==> src/rtl/akf_pkg.sv <==
// Package for the angle Kalman filter: fixed-point format, arithmetic helpers,
// controller/datapath command and status types. No dependencies.
package akf_pkg;

	localparam int DataWidth = 32;
	localparam int FracBits  = 20;
	localparam int CfgWidth  = 21;
	localparam int BiasWidth = 31;
	localparam int MeasWidth = 29;
	localparam int RateWidth = 31;
	localparam int AddrWidth = 5;

	typedef logic signed [DataWidth-1:0] data_t;

	localparam data_t DataMax = data_t'({1'b0, {(DataWidth-1){1'b1}}});
	localparam data_t DataMin = data_t'({1'b1, {(DataWidth-1){1'b0}}});
	localparam data_t One     = data_t'(64'sd1 <<< FracBits);

	// register byte addresses
	localparam logic [AddrWidth-1:0] AddrStepTime = 5'd0;
	localparam logic [AddrWidth-1:0] AddrAngNoise = 5'd4;
	localparam logic [AddrWidth-1:0] AddrBiasNoise = 5'd8;
	localparam logic [AddrWidth-1:0] AddrMeasNoise = 5'd12;
	localparam logic [AddrWidth-1:0] AddrInitBias = 5'd16;

	localparam logic [CfgWidth-1:0] StepTimeRst  = 21'd1049;
	localparam logic [CfgWidth-1:0] AngNoiseRst  = 21'd1049;
	localparam logic [CfgWidth-1:0] BiasNoiseRst = 21'd3146;
	localparam logic [CfgWidth-1:0] MeasNoiseRst = 21'd31457;

	// datapath operations, one per sequencer step
	typedef enum logic [4:0] {
		OP_NONE,
		OP_LOAD,     // latch inputs
		OP_RB,       // t = sat(rate - bias); m = t*dt
		OP_ANG1,     // angle += m
		OP_CSUM,     // t = sat(ba+ab); m = t*dt
		OP_AA1,      // aa = sat(aa + sat(qa - m))
		OP_MBB,      // m = bb*dt
		OP_AB1,      // ab -= m, ba -= m, bb += qb
		OP_DEN,      // den = sat(aa + r); start k0 division
		OP_K0,       // store k0, start k1 division
		OP_K1,       // store k1; innov
		OP_MK0I,     // m = k0*innov
		OP_ANG2,     // angle += m; m = k1*innov
		OP_BIAS2,    // bias += m; m = (1-k0)*aa
		OP_AA2,      // aa = m; m = (1-k0)*ab
		OP_AB2,      // ab = m; m = k1*t0
		OP_BA2,      // ba -= m; m = k1*t1
		OP_BB2,      // bb -= m; output
		OP_DIVWAIT
	} op_t;

	typedef struct packed {
		op_t  op;
	} cmd_t;

	typedef struct packed {
		logic div_done;
		logic den_pos;
	} stat_t;

	function automatic data_t sat_add(input data_t a, input data_t b);
		logic signed [DataWidth:0] s;
		s = {a[DataWidth-1], a} + {b[DataWidth-1], b};
		if (s[DataWidth] != s[DataWidth-1])
			return s[DataWidth] ? DataMin : DataMax;
		return s[DataWidth-1:0];
	endfunction

	function automatic data_t sat_sub(input data_t a, input data_t b);
		logic signed [DataWidth:0] s;
		s = {a[DataWidth-1], a} - {b[DataWidth-1], b};
		if (s[DataWidth] != s[DataWidth-1])
			return s[DataWidth] ? DataMin : DataMax;
		return s[DataWidth-1:0];
	endfunction

endpackage

==> src/rtl/akf_ctrl.sv <==
// Sequencer for one filter update: steps the datapath through its operations.
// Depends on akf_pkg.
module akf_ctrl (
	input  logic           clk,
	input  logic           arst_n,
	input  logic           in_go,
	input  logic           out_full,
	input  akf_pkg::stat_t stat,
	output akf_pkg::cmd_t  cmd,
	output logic           busy,
	output logic           finish
);
	import akf_pkg::*;

	typedef enum logic [7:0] {
		S_IDLE = 8'b0000_0001,
		S_RUN  = 8'b0000_0010,
		S_DIV0 = 8'b0000_0100,
		S_DIV1 = 8'b0000_1000,
		S_TAIL = 8'b0001_0000,
		S_HOLD = 8'b0010_0000
	} state_t;

	state_t state_q;
	op_t    op_q;

	assign busy = (state_q != S_IDLE);

	always_comb begin
		cmd.op = OP_NONE;
		if (state_q == S_IDLE && in_go)
			cmd.op = OP_LOAD;
		else if (state_q == S_RUN || state_q == S_TAIL)
			cmd.op = op_q;
		else if (state_q == S_DIV0 && (stat.div_done || !stat.den_pos))
			cmd.op = OP_K0;
		else if (state_q == S_DIV1 && (stat.div_done || !stat.den_pos))
			cmd.op = OP_K1;
	end

	// advance through the op sequence
	always_ff @(posedge clk or negedge arst_n) begin
		if (!arst_n) begin
			state_q <= S_IDLE;
			op_q    <= OP_NONE;
			finish  <= 1'b0;
		end else begin
			finish <= 1'b0;
			unique case (state_q)
				S_IDLE: if (in_go) begin
					state_q <= S_RUN;
					op_q    <= OP_RB;
				end
				S_RUN: begin
					unique case (op_q)
						OP_RB:   op_q <= OP_ANG1;
						OP_ANG1: op_q <= OP_CSUM;
						OP_CSUM: op_q <= OP_AA1;
						OP_AA1:  op_q <= OP_MBB;
						OP_MBB:  op_q <= OP_AB1;
						OP_AB1:  op_q <= OP_DEN;
						default: state_q <= S_DIV0;
					endcase
				end
				S_DIV0: if (stat.div_done || !stat.den_pos) state_q <= S_DIV1;
				S_DIV1: if (stat.div_done || !stat.den_pos) begin
					state_q <= S_TAIL;
					op_q    <= OP_MK0I;
				end
				S_TAIL: begin
					unique case (op_q)
						OP_MK0I:  op_q <= OP_ANG2;
						OP_ANG2:  op_q <= OP_BIAS2;
						OP_BIAS2: op_q <= OP_AA2;
						OP_AA2:   op_q <= OP_AB2;
						OP_AB2:   op_q <= OP_BA2;
						OP_BA2:   op_q <= OP_BB2;
						default: begin
							if (out_full) begin
								state_q <= S_HOLD;
							end else begin
								state_q <= S_IDLE;
								finish  <= 1'b1;
							end
						end
					endcase
				end
				// hold the finished update until the output register frees up
				S_HOLD: if (!out_full) begin
					state_q <= S_IDLE;
					finish  <= 1'b1;
				end
				default: state_q <= S_IDLE;
			endcase
		end
	end
endmodule
==> config.mk <==
export PLATFORM = sky130hd
export DESIGN_NAME = akf_ctrl
export DESIGN_NICKNAME = d
export VERILOG_FILES = /design/src/rtl/akf_pkg.sv /design/src/rtl/akf_ctrl.sv
export SDC_FILE = /design/constraint.sdc
export NUM_CORES = 1
export LEC_CHECK = 0
export BUFFER_PORTS_ARGS = -buffer_cell sky130_fd_sc_hd__clkbuf_2
export CORE_MARGIN = 8
export CORE_UTILIZATION = 40
export CTS_CLUSTER_SIZE = 25
export DETAILED_ROUTE_END_ITERATION = 12
export SLEW_MARGIN = 20
export SYNTH_ARGS = -nofsm -noshare
export SYNTH_HDL_FRONTEND = slang
export SYNTH_SLANG_ARGS = --single-unit
==> constraint.sdc <==
create_clock -name clk -period 2.7 [get_ports clk]
set_input_delay 0.405 -clock clk [delete_from_list [all_inputs] [get_ports clk]]
set_output_delay 0.405 -clock clk [all_outputs]
set_load 0.01 [all_outputs]
==> results.txt <==
Run status - complete, but fails checks
Violated checks - negative hold slack
CP Max Fanout - 12
Syn. warnings - 0
Total core area - 2410 µm²
Post-Synthesis Net Count - 120
Via count normalized by instance count - 5.96
Total placed cells including tap cells - 150
Crit path required time - 2.30 ns
Min Clock Period, post-route - 2.38 ns
Die height - 65.5 µm
Count of placed standard cells in the final layout, fillers left out - 154
Slowest cell on the critical path - sky130_fd_sc_hd__nor4_1
FF-to-FF setup slack - 0.35 ns
Final TNS setup - 0 ns
Gates resized, CTS repair - 0
Data arrival, critical path - 1.97 ns
Worst-case clock skew - 0.00460 ns
Routed WL per cell - 15.0 µm
Clock tree sinks - 12
Setup violators final - 0
Power density relative to cell area - 770 nW/µm²
Wire length of the first global-routing pass - 3830 µm
DRC violation total after the first TritonRoute iteration - 68
Number of register bits inferred by synthesis - 12
GP Congestion - 0.864
Number of synthesized flops with an enable pin - 0
Max_cap viols - 0
Root buffer selected by CTS - sky130_fd_sc_hd__clkbuf_4
Gate count of the mapped netlist - 114
Mean area per synthesized cell - 8.60 µm²
Clock tree buffer depth - 2
Total count of hold-check failures in the final report - 6
Worst min-delay path category - in2async
Final-report max-slew violation count - 0
Top achievable clock speed - 421 MHz
TritonCTS clock tree - yes
Number of core rows - 18
Count of buffers added by post-CTS timing repair for setup - 0
Number of nets in the finished design - 131
Antenna violations before repair - 0
DIE WIDTH - 65.5 µm
Worst setup margin - 0.322 ns
Cell accounting for the most synthesized area - sky130_fd_sc_hd__dfrtp_1
Worst R2R Path Depth - 5
RSZ-0062 raised after global routing - no
List of cells traversed by the critical path - nor4_1 -> o21ai_0 -> o21ai_0 -> clkbuf_2
Port Buffers - 12
Ant. Diodes - 0
Register clock-pin slew on the reported worst setup and hold paths - 0.08 ns
Drt total wl - 2310 µm
Residual DRC count - 0
Via count of the first global-routing pass - 829
Instance count on the critical path - 4
Layout fillers - 231
Remaining antenna violation count - 0
Fraction of post-synthesis cell area in the top cell type by area - 0.281
GR Util All Layers - 0.114
Kind of capture point of the worst setup path - output pin
Cell repeated most along the worst path - sky130_fd_sc_hd__o21ai_0
Maximum number of pins on one net before global-route repair - 15
Launching element type of the critical path - register
Hold Worst Slack - -0.00505 ns
Least-Margin Pin Slew - 0.521 ns
Leading post-synthesis cells by cell area - sky130_fd_sc_hd__dfrtp_1 (28%), sky130_fd_sc_hd__nand2_1 (5.0%), sky130_fd_sc_hd__o21ai_0 (4.1%), sky130_fd_sc_hd__nor2b_1 (3.2%), sky130_fd_sc_hd__nand3b_1 (3.1%)
Number of buffers and inverters on the critical path - 1
Hold Buf Count CTS - 0
Detailed Place HPWL - 1770 µm
Worst vdd rail ir drop - 417 µV
Fraction of layout cells with a size suffix above 1 - 0.250
Mapped cell area - 981 µm²
Leak Pwr - 0.442 nW
Worst reg2reg startpoint - state_q[1]
Most used flip-flop cell after synthesis - sky130_fd_sc_hd__dfrtp_1
Critical path start-end classification - reg2out
Pre-CTS setup slack - 0.374 ns
Via count - 918
Clock latency of the later-clocked register in the worst-skew pair - 0.28 ns
Area Overhead vs Synth - 11.2%
CTS buffer count - 3
Worst slew slack as a fraction of its limit - 0.649
Worst r2r dst - op_q[2]
Total die area - 4290 µm²
Yosys cell types - 44
Cell family with most CP delay - simple AND/OR/NAND/NOR gates
Share of flip-flops with an asynchronous set or reset after synthesis - 1.00
Level count of the clock H-tree - 1
First element of the critical path - state_q[1]
Number of placed I/O pins - 13
Detailed-routing iteration count for the pre-antenna-repair pass - 4
Crit-path max cell delay - 0.54 ns
Remaining Overflow, GRT - 0
Initial core utilization - 0.407
Endpoint of the most critical setup path - cmd[3]
Share of the clock period used by the worst path - 0.881
Sequential-to-total area share from yosys stat - 0.307
cell families (layout without fill, tap and decap cells):
| family | Yosys count | in the layout | share of synthesized area |
|---|---|---|---|
| multiplexers | 3 | 3 | 0.0344 |
| buffers and inverters | 11 | 21 | 0.0510 |
| flip-flops | 12 | 12 | 0.307 |
| AND/OR/NAND/NOR | 60 | 60 | 0.379 |
| XOR/XNOR | 3 | 3 | 0.0268 |
| AO/OA/AOI/OAI | 25 | 25 | 0.202 |
worst register-to-register path: stages (launching register included):
cell	delay (ns)
sky130_fd_sc_hd__dfrtp_1	0.51
sky130_fd_sc_hd__or4_4	0.61
sky130_fd_sc_hd__or3b_4	0.44
sky130_fd_sc_hd__or2_4	0.29
sky130_fd_sc_hd__a2111oi_4	0.30
sky130_fd_sc_hd__a2bb2oi_2	0.15
cell usage after synthesis, drive strengths merged, types with 3 or more instances:
library cell and number:
nand2 13, dfrtp 11, o21ai 11, nor2 8, clkbuf 6, nand3 5
nor2b 5, and2 4, nand3b 4, nor3b 4, a21oi 3, inv 3
mux2 3, nor4 3, nor4b 3
cell usage in the layout (no fill, tap or decap), types with 2 or more instances in the layout:
master,n
sky130_fd_sc_hd__a21oi_1,2
sky130_fd_sc_hd__and2_1,4
sky130_fd_sc_hd__buf_4,2
sky130_fd_sc_hd__clkbuf_2,12
sky130_fd_sc_hd__clkbuf_4,3
sky130_fd_sc_hd__dfrtp_1,11
sky130_fd_sc_hd__inv_1,3
sky130_fd_sc_hd__mux2_2,2
sky130_fd_sc_hd__nand2_1,13
sky130_fd_sc_hd__nand3_1,5
sky130_fd_sc_hd__nand3b_1,4
sky130_fd_sc_hd__nor2_1,8
sky130_fd_sc_hd__nor2b_1,5
sky130_fd_sc_hd__nor3b_1,4
sky130_fd_sc_hd__nor4_1,2
sky130_fd_sc_hd__nor4b_1,3
sky130_fd_sc_hd__o211ai_1,2
sky130_fd_sc_hd__o21ai_0,8
sky130_fd_sc_hd__o21ai_1,3
sky130_fd_sc_hd__or4b_1,2
sky130_fd_sc_hd__xnor2_1,2
sequential cells by signal, summed over array words and instances (netlist names):
signal / cells
op_q: 5
state_q: 6
finish: 1
area by class of cell:
class,count,area [µm²],area share
Tap cell,30,37.5,0.0344
Sequential cell,12,302,0.276
Clock buffer,4,36.3,0.0333
Timing Repair Buffer,14,75.1,0.0688
Multi-Input combinational cell,91,629,0.577
Inverter,3,11.3,0.0103
metrics by stage:
stage	power [W]	utilization	area, µm²
detailed placement	0.000697	0.438	1050
floorplan	0.000606	-	981
global placement	0.000691	0.438	1050
global route	0.000897	0.453	1090
finish	0.000841	0.453	1090
CTS	0.000843	0.453	1090
worst min path at each step:
stage / startpoint / end / slack (ns) / cells after the start
6_report: arst_n / op_q[1] / -0.005 / 1
5_1_grt: arst_n / finish / 0.01 / 1
4_1_cts: arst_n / op_q[1] / 0.001 / 1
3_5_place_dp: arst_n / finish / 0.30 / 1
3_3_place_gp: arst_n / finish / 0.30 / 1
2_1_floorplan: arst_n / finish / 0.11 / 0
report_power, final:
| group | internal, W | switching (W) |
|---|---|---|
| sequential | 0.000219 | 0.0000894 |
| combinational | 0.000186 | 0.000201 |
| clock | 0.0000821 | 0.0000626 |
per-layer routing:
metal  up-vias  GRT usage  share of wire
met4         0     0.0599          0.019
met3         6     0.0255          0.066
met1       441      0.146           0.46
met2        27      0.173           0.46
met5         -          0              0
li1        444          -              -
Power figures use the tool's default switching activity.
