File: src/rtl/akf_pkg.sv
// Package for the angle Kalman filter: fixed-point format, arithmetic helpers,
// controller/datapath command and status types. No dependencies.
package akf_pkg;

	localparam int DataWidth = 32;
	localparam int FracBits  = 20;
	localparam int CfgWidth  = 21;
	localparam int BiasWidth = 31;
	localparam int MeasWidth = 29;
	localparam int RateWidth = 31;
	localparam int AddrWidth = 5;

	typedef logic signed [DataWidth-1:0] data_t;

	localparam data_t DataMax = data_t'({1'b0, {(DataWidth-1){1'b1}}});
	localparam data_t DataMin = data_t'({1'b1, {(DataWidth-1){1'b0}}});
	localparam data_t One     = data_t'(64'sd1 <<< FracBits);

	// register byte addresses
	localparam logic [AddrWidth-1:0] AddrStepTime = 5'd0;
	localparam logic [AddrWidth-1:0] AddrAngNoise = 5'd4;
	localparam logic [AddrWidth-1:0] AddrBiasNoise = 5'd8;
	localparam logic [AddrWidth-1:0] AddrMeasNoise = 5'd12;
	localparam logic [AddrWidth-1:0] AddrInitBias = 5'd16;

	localparam logic [CfgWidth-1:0] StepTimeRst  = 21'd1049;
	localparam logic [CfgWidth-1:0] AngNoiseRst  = 21'd1049;
	localparam logic [CfgWidth-1:0] BiasNoiseRst = 21'd3146;
	localparam logic [CfgWidth-1:0] MeasNoiseRst = 21'd31457;

	// datapath operations, one per sequencer step
	typedef enum logic [4:0] {
		OP_NONE,
		OP_LOAD,     // latch inputs
		OP_RB,       // t = sat(rate - bias); m = t*dt
		OP_ANG1,     // angle += m
		OP_CSUM,     // t = sat(ba+ab); m = t*dt
		OP_AA1,      // aa = sat(aa + sat(qa - m))
		OP_MBB,      // m = bb*dt
		OP_AB1,      // ab -= m, ba -= m, bb += qb
		OP_DEN,      // den = sat(aa + r); start k0 division
		OP_K0,       // store k0, start k1 division
		OP_K1,       // store k1; innov
		OP_MK0I,     // m = k0*innov
		OP_ANG2,     // angle += m; m = k1*innov
		OP_BIAS2,    // bias += m; m = (1-k0)*aa
		OP_AA2,      // aa = m; m = (1-k0)*ab
		OP_AB2,      // ab = m; m = k1*t0
		OP_BA2,      // ba -= m; m = k1*t1
		OP_BB2,      // bb -= m; output
		OP_DIVWAIT
	} op_t;

	typedef struct packed {
		op_t  op;
	} cmd_t;

	typedef struct packed {
		logic div_done;
		logic den_pos;
	} stat_t;

	function automatic data_t sat_add(input data_t a, input data_t b);
		logic signed [DataWidth:0] s;
		s = {a[DataWidth-1], a} + {b[DataWidth-1], b};
		if (s[DataWidth] != s[DataWidth-1])
			return s[DataWidth] ? DataMin : DataMax;
		return s[DataWidth-1:0];
	endfunction

	function automatic data_t sat_sub(input data_t a, input data_t b);
		logic signed [DataWidth:0] s;
		s = {a[DataWidth-1], a} - {b[DataWidth-1], b};
		if (s[DataWidth] != s[DataWidth-1])
			return s[DataWidth] ? DataMin : DataMax;
		return s[DataWidth-1:0];
	endfunction

endpackage

File: src/rtl/akf_mul.sv
// Fixed-point multiplier: registered product, then round and saturate.
// Depends on akf_pkg.
module akf_mul (
	input  logic           clk,
	input  akf_pkg::data_t a,
	input  akf_pkg::data_t b,
	output akf_pkg::data_t p
);
	import akf_pkg::*;

	localparam int MagW = DataWidth + 1;
	localparam int ProdW = 2 * MagW;

	logic [MagW-1:0]  ma, mb;
	logic [ProdW-1:0] prod_q;
	logic             neg_q;
	logic [ProdW-1:0] rnd;
	logic [ProdW-1:0] sh;

	assign ma = a[DataWidth-1] ? MagW'(-{a[DataWidth-1], a}) : MagW'({1'b0, a});
	assign mb = b[DataWidth-1] ? MagW'(-{b[DataWidth-1], b}) : MagW'({1'b0, b});

	// register exact magnitude product
	always_ff @(posedge clk) begin
		prod_q <= ma * mb;
		neg_q  <= a[DataWidth-1] ^ b[DataWidth-1];
	end

	// round half away from zero, then saturate magnitude
	always_comb begin
		rnd = prod_q + (ProdW'(1) << (FracBits - 1));
		sh  = rnd >> FracBits;
		if (neg_q) begin
			if (sh > ProdW'({1'b1, {(DataWidth-1){1'b0}}}))
				p = DataMin;
			else
				p = data_t'(-sh[DataWidth-1:0]);
		end else begin
			if (sh > ProdW'(DataMax))
				p = DataMax;
			else
				p = data_t'(sh[DataWidth-1:0]);
		end
	end
endmodule

File: src/rtl/akf_div.sv
// Restoring divider for gains: q = num * 2^FracBits / den, one bit per cycle.
// Depends on akf_pkg.
module akf_div (
	input  logic           clk,
	input  logic           arst_n,
	input  logic           start,
	input  akf_pkg::data_t num,
	input  akf_pkg::data_t den,
	output logic           done,
	output akf_pkg::data_t quo
);
	import akf_pkg::*;

	localparam int NumW = DataWidth + FracBits;
	localparam int CntW = $clog2(NumW + 1);

	logic [NumW-1:0]      dvd_q;
	logic [NumW-1:0]      quo_q;
	logic [DataWidth:0]   rem_q;
	logic [DataWidth-1:0] dsr_q;
	logic                 neg_q;
	logic                 busy_q;
	logic [CntW-1:0]      cnt_q;
	logic [DataWidth:0]   rem_sh;
	logic [DataWidth:0]   num_mag;

	assign num_mag = num[DataWidth-1] ? -{num[DataWidth-1], num} : {1'b0, num};
	assign rem_sh  = {rem_q[DataWidth-1:0], dvd_q[NumW-1]};

	// control: busy flag and bit counter
	always_ff @(posedge clk or negedge arst_n) begin
		if (!arst_n) begin
			busy_q <= 1'b0;
			cnt_q  <= '0;
			done   <= 1'b0;
		end else begin
			done <= 1'b0;
			if (start) begin
				busy_q <= 1'b1;
				cnt_q  <= CntW'(NumW);
			end else if (busy_q) begin
				cnt_q <= cnt_q - 1'b1;
				if (cnt_q == CntW'(1)) begin
					busy_q <= 1'b0;
					done   <= 1'b1;
				end
			end
		end
	end

	// datapath: shift and subtract (den is positive when used)
	always_ff @(posedge clk) begin
		if (start) begin
			dvd_q <= NumW'({num_mag[DataWidth-1:0], {FracBits{1'b0}}});
			quo_q <= '0;
			rem_q <= '0;
			dsr_q <= den;
			neg_q <= num[DataWidth-1];
		end else if (busy_q) begin
			dvd_q <= dvd_q << 1;
			if (rem_sh >= {1'b0, dsr_q}) begin
				rem_q <= rem_sh - {1'b0, dsr_q};
				quo_q <= {quo_q[NumW-2:0], 1'b1};
			end else begin
				rem_q <= rem_sh;
				quo_q <= {quo_q[NumW-2:0], 1'b0};
			end
		end
	end

	// saturate signed result
	always_comb begin
		if (neg_q) begin
			if (quo_q > NumW'({1'b1, {(DataWidth-1){1'b0}}}))
				quo = DataMin;
			else
				quo = data_t'(-quo_q[DataWidth-1:0]);
		end else begin
			if (quo_q > NumW'(DataMax))
				quo = DataMax;
			else
				quo = data_t'(quo_q[DataWidth-1:0]);
		end
	end
endmodule

File: src/rtl/akf_datapath.sv
// Datapath: filter state, covariance, shared multiplier and divider.
// Depends on akf_pkg, akf_mul, akf_div.
module akf_datapath (
	input  logic                              clk,
	input  logic                              arst_n,
	input  akf_pkg::cmd_t                     cmd,
	output akf_pkg::stat_t                    stat,
	input  logic signed [akf_pkg::MeasWidth-1:0] measured_angle,
	input  logic signed [akf_pkg::RateWidth-1:0] gyro_rate,
	input  logic [akf_pkg::CfgWidth-1:0]      step_time,
	input  logic [akf_pkg::CfgWidth-1:0]      angle_noise,
	input  logic [akf_pkg::CfgWidth-1:0]      bias_noise,
	input  logic [akf_pkg::CfgWidth-1:0]      measure_noise,
	input  logic                              bias_load,
	input  logic signed [akf_pkg::BiasWidth-1:0] bias_value,
	output akf_pkg::data_t                    angle_est,
	output akf_pkg::data_t                    bias_est
);
	import akf_pkg::*;

	data_t meas_q, rate_q, ang_q, bias_q, aa_q, ab_q, ba_q, bb_q;
	data_t k0_q, k1_q, inn_q, den_q, t0_q, t1_q;
	data_t ma, mb, mp;
	data_t dt, qa, qb, rr;
	data_t div_num;
	data_t div_den;
	data_t den_nxt;
	logic  div_start;
	logic  div_done;
	data_t div_q;

	assign dt = data_t'(step_time);
	assign qa = data_t'(angle_noise);
	assign qb = data_t'(bias_noise);
	assign rr = data_t'(measure_noise);

	// gain denominator from the predicted covariance
	assign den_nxt = sat_add(aa_q, rr);

	akf_mul u_mul (.clk(clk), .a(ma), .b(mb), .p(mp));

	akf_div u_div (
		.clk(clk), .arst_n(arst_n), .start(div_start), .num(div_num),
		.den(div_den), .done(div_done), .quo(div_q)
	);

	assign stat.div_done = div_done;
	assign stat.den_pos  = !den_q[DataWidth-1] && (den_q != '0);
	assign angle_est     = ang_q;
	assign bias_est      = bias_q;

	// select multiplier and divider operands for the step
	always_comb begin
		ma = '0;
		mb = '0;
		div_start = 1'b0;
		div_num   = aa_q;
		div_den   = den_q;
		case (cmd.op)
			OP_RB: begin
				ma = sat_sub(rate_q, bias_q); mb = dt;
			end
			OP_CSUM: begin
				ma = sat_add(ba_q, ab_q); mb = dt;
			end
			OP_MBB: begin
				ma = bb_q; mb = dt;
			end
			OP_DEN: begin
				div_start = !den_nxt[DataWidth-1] && (den_nxt != '0);
				div_num = aa_q;
				div_den = den_nxt;
			end
			OP_K0: begin
				div_start = stat.den_pos; div_num = ba_q;
			end
			OP_MK0I: begin
				ma = k0_q; mb = inn_q;
			end
			OP_ANG2: begin
				ma = k1_q; mb = inn_q;
			end
			OP_BIAS2: begin
				ma = sat_sub(One, k0_q); mb = aa_q;
			end
			OP_AA2: begin
				ma = sat_sub(One, k0_q); mb = ab_q;
			end
			OP_AB2: begin
				ma = k1_q; mb = t0_q;
			end
			OP_BA2: begin
				ma = k1_q; mb = t1_q;
			end
			default: ;
		endcase
	end

	// state and covariance updates
	always_ff @(posedge clk or negedge arst_n) begin
		if (!arst_n) begin
			meas_q <= '0;
			rate_q <= '0;
			ang_q  <= '0;
			bias_q <= '0;
			aa_q   <= One;
			ab_q   <= '0;
			ba_q   <= '0;
			bb_q   <= One;
			k0_q   <= '0;
			k1_q   <= '0;
			inn_q  <= '0;
			den_q  <= '0;
			t0_q   <= '0;
			t1_q   <= '0;
		end else begin
			if (bias_load)
				bias_q <= data_t'(bias_value);
			case (cmd.op)
				OP_LOAD: begin
					meas_q <= data_t'(measured_angle);
					rate_q <= data_t'(gyro_rate);
				end
				OP_ANG1: ang_q <= sat_add(ang_q, mp);
				OP_AA1:  aa_q <= sat_add(aa_q, sat_sub(qa, mp));
				OP_AB1: begin
					ab_q <= sat_sub(ab_q, mp);
					ba_q <= sat_sub(ba_q, mp);
					bb_q <= sat_add(bb_q, qb);
				end
				OP_DEN: begin
					den_q <= den_nxt;
					k0_q  <= '0;
					k1_q  <= '0;
					t0_q  <= aa_q;
					t1_q  <= ab_q;
				end
				OP_K0: begin
					if (stat.den_pos)
						k0_q <= div_q;
				end
				OP_K1: begin
					if (stat.den_pos)
						k1_q <= div_q;
					inn_q <= sat_sub(meas_q, ang_q);
				end
				OP_ANG2:  ang_q <= sat_add(ang_q, mp);
				OP_BIAS2: bias_q <= sat_add(bias_q, mp);
				OP_AA2:   aa_q <= mp;
				OP_AB2:   ab_q <= mp;
				OP_BA2:   ba_q <= sat_sub(ba_q, mp);
				OP_BB2:   bb_q <= sat_sub(bb_q, mp);
				default: ;
			endcase
		end
	end
endmodule

File: config.mk
export PLATFORM = sky130hd
export DESIGN_NAME = akf_datapath
export DESIGN_NICKNAME = d
export VERILOG_FILES = /design/src/rtl/akf_pkg.sv /design/src/rtl/akf_mul.sv /design/src/rtl/akf_div.sv /design/src/rtl/akf_datapath.sv
export SDC_FILE = /design/constraint.sdc
export NUM_CORES = 2
export LEC_CHECK = 0
export BUFFER_PORTS_ARGS = -buffer_cell sky130_fd_sc_hd__buf_4
export CORE_UTILIZATION = 40
export DETAILED_ROUTE_END_ITERATION = 8
export SETUP_SLACK_MARGIN = 0.02
export SLEW_MARGIN = 0
export SYNTH_ARGS = -nofsm -noshare
export SYNTH_HDL_FRONTEND = slang
export SYNTH_HIERARCHICAL = 1
export SYNTH_SLANG_ARGS = --single-unit
export TNS_END_PERCENT = 10
File: constraint.sdc
create_clock -name clk -period 31.9 [get_ports clk]
set_input_delay 4.785 -clock clk [delete_from_list [all_inputs] [get_ports clk]]
set_output_delay 4.785 -clock clk [all_outputs]
set_load 0.01 [all_outputs]
==> impl_results.md <==
* Sequential cell fraction of total power at around 16%
* Pwr dens at ~100 mW/mm2
* Post-route clock skew at roughly 0.085 ns
* Antenna Nets Post-Route at 0
* Routed Wire Length at between 300000 and 400000 um
* Final Hold Viols at 0
* I/O Buffers at around 250
* Gate power share at between 70% and 80%
* DRT iter0 DRCs at just under 9000
* Setup CP Type: in -> reg
* Nets@finish at around 13000
* FMAX at approximately 0.055 GHz
* Critical Path AT at 18.80 ns
* Hold Buf Count CTS at 0
* Chip Width at 472 um
* GR Util All Layers at roughly a third
* Switching share of power at 56.7%
* Area growth, synth to finish at 10.8%
* Sequential element share of the synthesized area at approximately 18%
* Peak fanout along the critical path at 35
* CTS Buffer Depth at 3
* Cts bufs inserted at between 80 and 90
* Critical R2R Capture: u_mul/prod_q[64]
* Setup tns final at 0 ns
* Worst-path clk slew at 0.06 ns
* DIE AREA at about 0.22 mm2
* Failing checks: design-rule violations
* Largest net degree at the start of global routing at roughly 160
* Share of layout cells above drive strength 1 at under 10%
* Met2 routed WL at 155000 um
* Hold slack at around 0.48 ns
* Post-CTS sizing at 0
* H-tree depth at 3
* Finished Layout Cells at roughly 14000
* Die Ht at roughly 470 um
* Clock Latency Late Sink at 0.77 ns
* Via Count at 81700
* Reg with most FFs: u_div/quo_q
* Period Utilization, post-route at 56.9%
* Leakage at 46.4 nW
* Initial Util at roughly two fifths
* Max-Cap Viols at 0
* Remaining DRCs at 23
* Sequential cell area at between 0.015 and 0.02 mm2
* HPWL after DPL at around 290000 um
* Cells after DPL at approximately 14000
* Crit Reg-Reg Startpoint: bias_est[6]
* Most common cell on crit path: fa_1
* Final GP Congestion at roughly 1
* Clock sink total at around 650
* Post-synth EDFFs at 65
* # rows at 172
* Status: finished with violations
* Clk pwr share at about a tenth
* First-pass GRT wire length at 535000 um
* Peak VDD IR at about 80 uV
* CTS tree: yes
* # setup viols final at 0
* Initial antenna violation count at 31
* Post-CTS setup buffers at 0
* Slowest CP cell: xnor2_2
* WL/cell at around 26 um
* Hold crit path type: reg -> reg
* Multi-input gate area in the final layout at between 0.06 and 0.07 mm2
* Hold Startpoint: t0_q[21]
* Hold worst-path end: t0_q[21]
* Internal power at ~4.3 mW
* GRT overflow at 0
* Worst rel slew slack at 4.32%
* Reg2reg path depth at 46
* Final Slew Violations at 0
* RSZ-0062 raised after global routing: false
* CP peak stage delay at 1.09 ns
* Met1 WL at 152000 um
* Core box area at between 0.2 and 0.25 mm2
* Met3 Wirelength at approximately 33000 um
* Crit end category: flip-flop
* Worst-Margin Slew at 1.43 ns
* Drt pass-1 iters at 9
* Final min period at 18.15 ns
* Commonest non-fill, non-tap cells in the layout: nand2_1, inv_1, nor2_1
* Sw Pwr at roughly 5.6 mW
* R2R Setup Slk at 15.74 ns
* Synth warn at 6
* Biggest regs: u_div/quo_q: 52 flops, u_mul/prod_q: 47 flops
* Avg Inst Size Synth at approximately 8 um2
* Ys async rst share at 69.6%
* Largest register FFs at 52
* Mapped Area at roughly 0.088 mm2
* Final Util at around 45%
* Clock root buffer: clkbuf_16
* Yosys cell types at approximately 120
* Vias in the first global route at 79900
* Hold Crit Depth at 2
* CP Data Required Time at between 30 and 40 ns
* Main synth FF type: dfrtp_1
* Post-Syn Instances at between 10000 and 15000
* Top sig layer: met5
* Commonest non-fill, non-tap cell in the layout: nand2_1
* Via density at 5.87
* CP Launch Type: input port
* #FFs+latches synth at approximately 650
* IO Count at about 250
* Layout fillers at approximately 22000
-- routing by layer --
| layer | vias up | global-route usage [%] |
|---|---|---|
| met2 | 3873 | 48.8 |
| met3 | 808 | 6.34 |
| met1 | 40600 | 43.5 |
| li1 | 36300 | - |
| met4 | 18 | 17.9 |
| met5 | - | 0 |
-- how the worst max path moves through the flow --
stage                 from               end  slack [ns]
detailed placement  cmd[2]  u_mul/prod_q[56]       13.28
global route        cmd[2]  u_mul/prod_q[48]       13.16
CTS                 cmd[2]  u_mul/prod_q[48]       14.02
finish              cmd[2]  u_mul/prod_q[64]       13.75
floorplan           cmd[3]  u_mul/prod_q[48]       16.01
global placement    cmd[2]  u_mul/prod_q[43]       13.32
-- metrics by stage --
step,cell area [um2],power [mW],setup WS (ns)
2_1_floorplan,88700,6.09,16.01
3_3_place_gp,95100,8.63,13.32
3_5_place_dp,95100,8.65,13.28
4_1_cts,98000,9.75,14.02
5_1_grt,98000,10.6,13.16
6_report,98000,9.91,13.75
-- power by group through the flow --
stage | Clock [mW] | Sequential, mW | Combinational (mW)
after floorplan | 0 | 1.38 | 4.71
after global placement | 0 | 1.61 | 7.03
after detailed placement | 0 | 1.61 | 7.05
after CTS | 1.03 | 1.60 | 7.12
after global routing | 1.06 | 1.63 | 7.89
final | 1.01 | 1.62 | 7.28
-- synthesized netlist by cell type (41+ instances only) --
cell type / n / share of area [%]
a211oi_1: 117 / 0.99
a21o_1: 212 / 1.8
a21oi_1: 629 / 3.6
a221oi_1: 52 / 0.52
a222oi_1: 75 / 0.85
a22oi_1: 51 / 0.43
a31oi_1: 66 / 0.47
and2_1: 41 / 0.29
and3_1: 65 / 0.46
clkbuf_1: 444 / 1.9
dfrtp_1: 450 / 13
dfxtp_1: 132 / 3.0
edfxtp_1: 65 / 2.2
fa_1: 970 / 22
ha_1: 656 / 9.3
inv_1: 1286 / 5.5
mux2_2: 70 / 0.89
mux2i_1: 111 / 1.3
nand2_1: 1454 / 6.2
nand2b_1: 85 / 0.60
nand3_1: 192 / 1.1
nand4_1: 94 / 0.66
nor2_1: 1090 / 4.6
nor2b_1: 54 / 0.38
nor3_1: 141 / 0.80
nor4_1: 56 / 0.40
o211ai_1: 47 / 0.40
o21a_1: 82 / 0.70
o21ai_0: 597 / 3.4
o21bai_1: 53 / 0.45
o31ai_1: 80 / 0.68
or3_1: 61 / 0.43
xnor2_1: 327 / 3.2
xor2_1: 249 / 2.5
-- critical path: cells and delay by family --
family	cells	cell delay [ns]
and+or+nand+nor	14	4.15
buffers and inverters	8	0.76
xor gates and xnor gates	2	1.24
AOI/OAI and AO/OA	7	3.42
adders and majority gates	9	4.40
-- kinds of logic after synthesis --
kind of cell / after synthesis / share of synthesized area (%)
simple gates: 3497 / 17.5
compound gates: 2394 / 17.6
buf+inv: 1791 / 7.70
fa+ha+maj: 1637 / 31.4
flops: 649 / 18.0
xor+xnor: 578 / 5.74
mux: 181 / 2.15
other cells: 2 / 0.00849
-- final cells by class --
cell class | count | share of cell area, %
timing repair buffer | 487 | 3.75
sequential | 649 | 16.2
clock buffer | 106 | 2.38
clock inverter | 50 | 0.576
multi-input combinational | 8352 | 68.3
inverter | 1288 | 4.93
antenna | 13 | 0.0332
tap | 2958 | 3.78
(Power assumes the default switching activity.)
